### src/hw/rtl/afd_pkg.sv
`default_nettype none

package afd_pkg;

  localparam logic [7:0] START_BYTE = 8'h7E;
  localparam logic [7:0] SUM_BASE   = 8'hFF;

  typedef struct packed {
    logic [7:0] data_byte;
    logic [7:0] byte_offset;
    logic       is_end;
    logic       checksum_ok;
    logic [7:0] frame_type;
    logic [7:0] frame_length;
  } res_t;

endpackage

`default_nettype wire

### src/hw/rtl/api_frame_deframer.sv
// A result word is registered in the output buffer before it is shown. Throughput: one
// byte per cycle while the buffer has room; a two-word output buffer keeps the input
// ready while a single word waits downstream. Start, length and idle bytes give no word.
// Reset (synchronous, active low) returns the parser to waiting for a start byte
// and empties the output buffer.
`default_nettype none

module api_frame_deframer import afd_pkg::*; (
  input  wire logic       clk,
  input  wire logic       rst_n,
  input  wire logic       in_valid,
  output logic            in_ready,
  input  wire logic [7:0] in_rx_byte,
  output logic            out_valid,
  input  wire logic       out_ready,
  output logic [7:0]      out_data_byte,
  output logic [7:0]      out_byte_offset,
  output logic            out_is_end,
  output logic            out_checksum_ok,
  output logic [7:0]      out_frame_type,
  output logic [7:0]      out_frame_length
);

  logic take;
  logic res_valid;
  logic can_push;
  res_t res;
  res_t out_word;

  assign in_ready = can_push;
  assign take     = in_valid && in_ready;

  afd_parser u_parser (
    .clk       (clk),
    .rst_n     (rst_n),
    .take      (take),
    .rx_byte   (in_rx_byte),
    .res_valid (res_valid),
    .res       (res)
  );

  afd_skid u_skid (
    .clk       (clk),
    .rst_n     (rst_n),
    .push      (take && res_valid),
    .push_word (res),
    .can_push  (can_push),
    .out_valid (out_valid),
    .out_ready (out_ready),
    .out_word  (out_word)
  );

  assign out_data_byte    = out_word.data_byte;
  assign out_byte_offset  = out_word.byte_offset;
  assign out_is_end       = out_word.is_end;
  assign out_checksum_ok  = out_word.checksum_ok;
  assign out_frame_type   = out_word.frame_type;
  assign out_frame_length = out_word.frame_length;

endmodule

`default_nettype wire

### src/hw/rtl/afd_parser.sv
`default_nettype none

module afd_parser import afd_pkg::*; (
  input  wire logic       clk,
  input  wire logic       rst_n,
  input  wire logic       take,
  input  wire logic [7:0] rx_byte,
  output logic            res_valid,
  output res_t            res
);

  localparam logic [1:0] PH_IDLE   = 2'd0;
  localparam logic [1:0] PH_LEN_HI = 2'd1;
  localparam logic [1:0] PH_LEN_LO = 2'd2;
  localparam logic [1:0] PH_BODY   = 2'd3;

  logic [1:0] phase_r, phase_nxt;
  logic [8:0] remain_r, remain_nxt;
  logic [7:0] sum_r, sum_nxt;
  logic [7:0] length_r, length_nxt;
  logic [7:0] offset_r, offset_nxt;
  logic [7:0] type_r, type_nxt;
  logic       in_body;
  logic [7:0] expect_sum;

  assign in_body    = (remain_r > 9'd1);
  assign expect_sum = SUM_BASE - sum_r;
  assign res_valid  = (phase_r == PH_BODY);

  always_comb begin
    res = '0;
    res.data_byte = rx_byte;
    if (in_body) begin
      res.byte_offset = offset_r;
    end else begin
      res.is_end       = 1'b1;
      res.checksum_ok  = (expect_sum == rx_byte);
      res.frame_type   = type_r;
      res.frame_length = length_r;
    end
  end

  always_comb begin
    phase_nxt  = phase_r;
    remain_nxt = remain_r;
    sum_nxt    = sum_r;
    length_nxt = length_r;
    offset_nxt = offset_r;
    type_nxt   = type_r;
    case (phase_r)
      PH_IDLE: begin
        if (rx_byte == START_BYTE) begin
          phase_nxt  = PH_LEN_HI;
          remain_nxt = '0;
          sum_nxt    = '0;
          length_nxt = '0;
          offset_nxt = '0;
          type_nxt   = '0;
        end
      end
      PH_LEN_HI: begin
        phase_nxt = PH_LEN_LO;
      end
      PH_LEN_LO: begin
        length_nxt = rx_byte;
        remain_nxt = {1'b0, rx_byte} + 9'd1;
        phase_nxt  = PH_BODY;
      end
      PH_BODY: begin
        if (in_body) begin
          if (offset_r == 8'd0) begin
            type_nxt = rx_byte;
          end
          sum_nxt    = sum_r + rx_byte;
          offset_nxt = offset_r + 8'd1;
          remain_nxt = remain_r - 9'd1;
        end else begin
          phase_nxt  = PH_IDLE;
          remain_nxt = '0;
        end
      end
      default: begin
        phase_nxt = PH_IDLE;
      end
    endcase
  end

  always_ff @(posedge clk) begin
    if (!rst_n) begin
      phase_r  <= PH_IDLE;
      remain_r <= '0;
      sum_r    <= '0;
      length_r <= '0;
      offset_r <= '0;
      type_r   <= '0;
    end else if (take) begin
      phase_r  <= phase_nxt;
      remain_r <= remain_nxt;
      sum_r    <= sum_nxt;
      length_r <= length_nxt;
      offset_r <= offset_nxt;
      type_r   <= type_nxt;
    end
  end

endmodule

`default_nettype wire

### src/hw/rtl/afd_skid.sv
`default_nettype none

module afd_skid import afd_pkg::*; (
  input  wire logic clk,
  input  wire logic rst_n,
  input  wire logic push,
  input  wire res_t push_word,
  output logic      can_push,
  output logic      out_valid,
  input  wire logic out_ready,
  output res_t      out_word
);

  logic main_v_r, main_v_nxt;
  logic skid_v_r, skid_v_nxt;
  res_t main_r, main_nxt;
  res_t skid_r, skid_nxt;
  logic pop;

  assign can_push  = !skid_v_r;
  assign out_valid = main_v_r;
  assign out_word  = main_r;
  assign pop       = main_v_r && out_ready;

  always_comb begin
    main_v_nxt = main_v_r;
    skid_v_nxt = skid_v_r;
    main_nxt   = main_r;
    skid_nxt   = skid_r;
    if (pop) begin
      if (skid_v_r) begin
        main_nxt   = skid_r;
        skid_v_nxt = 1'b0;
      end else if (push) begin
        main_nxt = push_word;
      end else begin
        main_v_nxt = 1'b0;
      end
    end else if (push) begin
      if (!main_v_r) begin
        main_nxt   = push_word;
        main_v_nxt = 1'b1;
      end else begin
        skid_nxt   = push_word;
        skid_v_nxt = 1'b1;
      end
    end
  end

  always_ff @(posedge clk) begin
    if (!rst_n) begin
      main_v_r <= 1'b0;
      skid_v_r <= 1'b0;
    end else begin
      main_v_r <= main_v_nxt;
      skid_v_r <= skid_v_nxt;
    end
  end

  always_ff @(posedge clk) begin
    main_r <= main_nxt;
    skid_r <= skid_nxt;
  end

endmodule

`default_nettype wire

### config.mk
export PLATFORM = sky130hd
export DESIGN_NAME = api_frame_deframer
export DESIGN_NICKNAME = d
export VERILOG_FILES = /design/src/hw/rtl/afd_pkg.sv /design/src/hw/rtl/api_frame_deframer.sv /design/src/hw/rtl/afd_parser.sv /design/src/hw/rtl/afd_skid.sv
export SDC_FILE = /design/constraint.sdc
export NUM_CORES = 1
export LEC_CHECK = 0
export ABC_AREA = 1
export ABC_CLOCK_PERIOD_IN_PS = 7700
export BUFFER_PORTS_ARGS = -buffer_cell sky130_fd_sc_hd__buf_2
export CAP_MARGIN = 20
export CORE_UTILIZATION = 55
export DETAILED_ROUTE_END_ITERATION = 10
export PLACE_DENSITY = 0.8
export RECOVER_POWER = 50
export SYNTH_ARGS = -nofsm -noshare
export SYNTH_HDL_FRONTEND = slang
export SYNTH_SLANG_ARGS = --single-unit
### constraint.sdc
create_clock -name clk -period 7.7 [get_ports clk]
set_clock_uncertainty 0.15 [all_clocks]
set_input_delay 0.385 -clock clk [delete_from_list [all_inputs] [get_ports clk]]
set_output_delay 0.385 -clock clk [all_outputs]
set_load 0.05 [all_outputs]
==> key figures <==
Timing
  – Minimum clock period after layout: between 4 and 5 ns
  – Relative slew slack: -12.89%
  – Setup slack after layout: ~3.7 ns
  – Final setup vio count: 0
  – Setup TNS Final: 0 ns
  – Worst hold margin: between 0.02 and 0.03 ns
  – Hold Violations, Final: 0
  – Final Cycle Share: 52.27%
  – RSZ-0062 raised after global routing: no
  – Max Slew Vio Count: 43
  – Worst Tran Pin Value: about 1.7 ns
  – Max frequency: about 250 MHz

Clock network
  – CTS tree: done
  – CTS sink cnt: ~110
  – H-tree levels: 4
  – CTS clock-pin slew for the worst setup and hold paths: 0.06 ns
  – Setup repair bufs after CTS: 0
  – Root Buffer: clkbuf_8
  – Cts bufs inserted: 17
  – Clock Latency Late Sink: 0.53 ns
  – CTS Buffer Depth: 2

Worst setup path
  – Worst Path Max Fanout: 42
  – Reg2reg start: u_skid.out_valid
  – Critical path class: flop to flop
  – Worst Setup End Kind: flop
  – Crit path DAT: 4.05 ns
  – Reg2reg end: u_skid.out_word[33]
  – WP data required: just under 8 ns
  – FF-to-FF setup slack: ~3.7 ns
  – R2R cell count: 6
  – CP startpoint kind: flop

Min path
  – Hold_sp: rst_n
  – Worst hold path class: input pin to flop
  – Hold Path Cell Cnt: 3
  – Hold Crit Endpoint: u_parser.sum_r[2]

Yosys
  – Ranking of synthesized cells by area: edfxtp_1 38%, dfxtp_1 17%, nand2_1 16%
  – Top-count cell post-synth: nand2_1
  – Seq cells post-synth: about 110
  – Synth Net Count: ~700
  – Avg Inst Size Synth: about 8.3 um^2
  – Post-Synth Simple-Gate Area: 26.37%
  – Proportion of synthesized area in mux cells: 0%
  – Area leader, netlist: edfxtp_1
  – Async S/R FF share, synth: 0%
  – Compound-Gate Fraction of Synth Area: approximately 7.8%
  – Synthesis warning total: 0
  – Synthesized cell area: around 5400 um^2
  – Synth unique cells: 32
  – Largest family of logic cells by synthesized area: simple AND/OR/NAND/NOR gates
  – Post-Synth Adder-Cell Area: between 4 and 5%
  – Top FF cell, synth: edfxtp_1
  – Seq/Total Area, Yosys: 54.21%
  – Post-synth top cells: 227 x nand2_1, 74 x nor2_1, 68 x edfxtp_1
  – Number of flops mapped to enable cells by yosys: 68
  – Top cell type's share of synthesized area: a little under two fifths
  – Mapped Cells: approximately 650
  – Synth Area in XOR/XNOR: 1.452%

Detailed routing
  – Routed met3 length: roughly 720 um
  – DRT Pass-1 Iters: 8
  – Wire per inst: roughly 14 um
  – Via Count: roughly 4500
  – Vias/cell: ~5.4
  – Wire length on met1: 5.240 mm
  – DRC: 0
  – Met2 WL post-DR: approximately 5.8 mm
  – Top layer in use: met4
  – Iter 0 DRT Violations: slightly above 300
  – Post-route ant nets: 0
  – Final WL: ~12 mm

Die
  – Die width: around 100 um
  – Starting density of the core: 57.66%
  – Rows: 35
  – Die Height: between 100 and 150 um
  – Core ar.: between 9000 and 10000 um^2
  – Die area: ~10000 um^2
  – I/O Pins: 48

Layout
  – Post-route cell area: around 6300 um^2
  – Final nets: approximately 730
  – Fillcell total: 750
  – Diodes inserted: 0
  – Layout area overhead: 15.69%
  – Share of layout cells above drive strength 1: 6.704%

GRT
  – Antenna violations before repair: 0
  – Largest net degree at the start of global routing: 43
  – GRT Total Usage: ~25%
  – Gr ovfl total: 0
  – First-pass GRT wire length: about 20 mm
  – Vias in the first global route: 4204

Pwr
  – Register share of total power: roughly 43%
  – Internal: about 0.0011 W
  – Logic pwr share: 6.7%
  – Clock power share: 50.2%
  – Leak: ~2.5 nW
  – PwrDens: ~240 nW/um^2
  – Final Power: 0.001506 W
  – Max VDD drop: roughly 0.16 mV
  – Net Sw Power: between 0.0003 and 0.0004 W
  – Sw Ratio: 24.30%

Place
  – PortBufs: 47
  – GP Congestion: about 0.90
  – Dpl ws: between 5 and 6 ns
  – DP Wirelength: ~8 mm
  – Placed instance area: ~5800 um^2

Status
  – Status: finished, violations left
  – Failing checks: max-capacitance violations, max-slew violations

Job
  – Max-cap violations: 1
==> worst max-delay path by stage <==
stage	start	endpoint
global placement	u_parser.phase_r[0]	u_skid.out_word[26]
global route	u_skid.out_valid	u_skid.out_word[33]
floorplan	u_skid.out_valid	u_skid.out_word[0]
CTS	u_parser.phase_r[0]	u_skid.out_word[29]
finish	u_skid.out_valid	u_skid.out_word[33]
detailed placement	u_parser.phase_r[1]	u_skid.out_word[29]
==> power by group through the flow <==
stage | sequential (W) | clock, W | combinational (W)
floorplan | 0.000662 | 0 | 0.0000738
global placement | 0.000662 | 0 | 0.0000959
detailed placement | 0.000662 | 0 | 0.000101
CTS | 0.000650 | 0.000760 | 0.000102
global route | 0.000650 | 0.000788 | 0.000114
finish | 0.000650 | 0.000756 | 0.000101
==> critical path, stage by stage, from the launching register on <==
cell      delay, ns
dfxtp_1        0.41
nand2_1        0.12
nor2_2         0.09
clkbuf_1       1.22
inv_1          0.89
a22oi_2        0.36
buf_4          0.41
==> state kept, by name, indices dropped and copies added, names as in the netlist <==
signal	count
u_parser.length_r	8
u_parser.phase_r	2
u_skid.out_word	34
u_parser.remain_r	9
u_parser.type_r	8
u_skid.skid_v_r	1
u_skid.out_valid	1
u_parser.offset_r	8
u_skid.skid_r	34
u_parser.sum_r	8
==> metal layers <==
layer / global-route usage (%) / vias up
li1: - / 2221
met1: 31.75 / 2127
met2: 42.86 / 152
met3: 5.935 / 21
met4: 10.48 / 0
met5: 0 / -
==> layout by cell type, fill, tap and decap left out, types with 5 or more instances in the layout <==
cell type	synthesis	routed
a21oi_1	38	38
clkbuf_1	9	46
clkbuf_16	0	16
dfxtp_1	45	45
edfxtp_1	68	68
ha_1	16	16
inv_1	58	61
inv_6	0	6
nand2_1	227	228
nand3_1	28	29
nand4_1	6	6
nor2_1	74	74
nor3_1	6	6
o21ai_0	36	36
xor2_1	5	5
==> layout make-up <==
class | count | area, um^2 | area share [%]
multi-input cells | 458 | 2140 | 34.06
clock inverters | 14 | 153.9 | 2.450
flip-flops and latches | 113 | 2943 | 46.85
repair buffers | 52 | 236.5 | 3.765
well taps | 129 | 161.4 | 2.570
clock buffers | 18 | 417.9 | 6.653
inverters | 61 | 229.0 | 3.645
==> what timing repair did <==
action	in CTS	in global routing
hold buffers	1	0
endpoints found under the hold margin	1	0
resized for setup	0	0
==> per-stage QoR <==
step,cells,util [%]
5_1_grt,845,66.71
3_3_place_gp,811,61.10
4_1_cts,845,67.57
6_report,845,66.71
2_1_floorplan,652,-
3_5_place_dp,812,61.40
==> cell families (layout without fill, tap and decap cells) <==
logic type                 count (synthesis)  in the layout
xor gates and xnor gates                   9              9
AOI/OAI and AO/OA                         80             80
adders and majority gates                 17             17
DFF                                      113            113
and+or+nand+nor                          352            352
buffers and inverters                     81            145
Note: power is estimated with default switching activity, not from simulation.
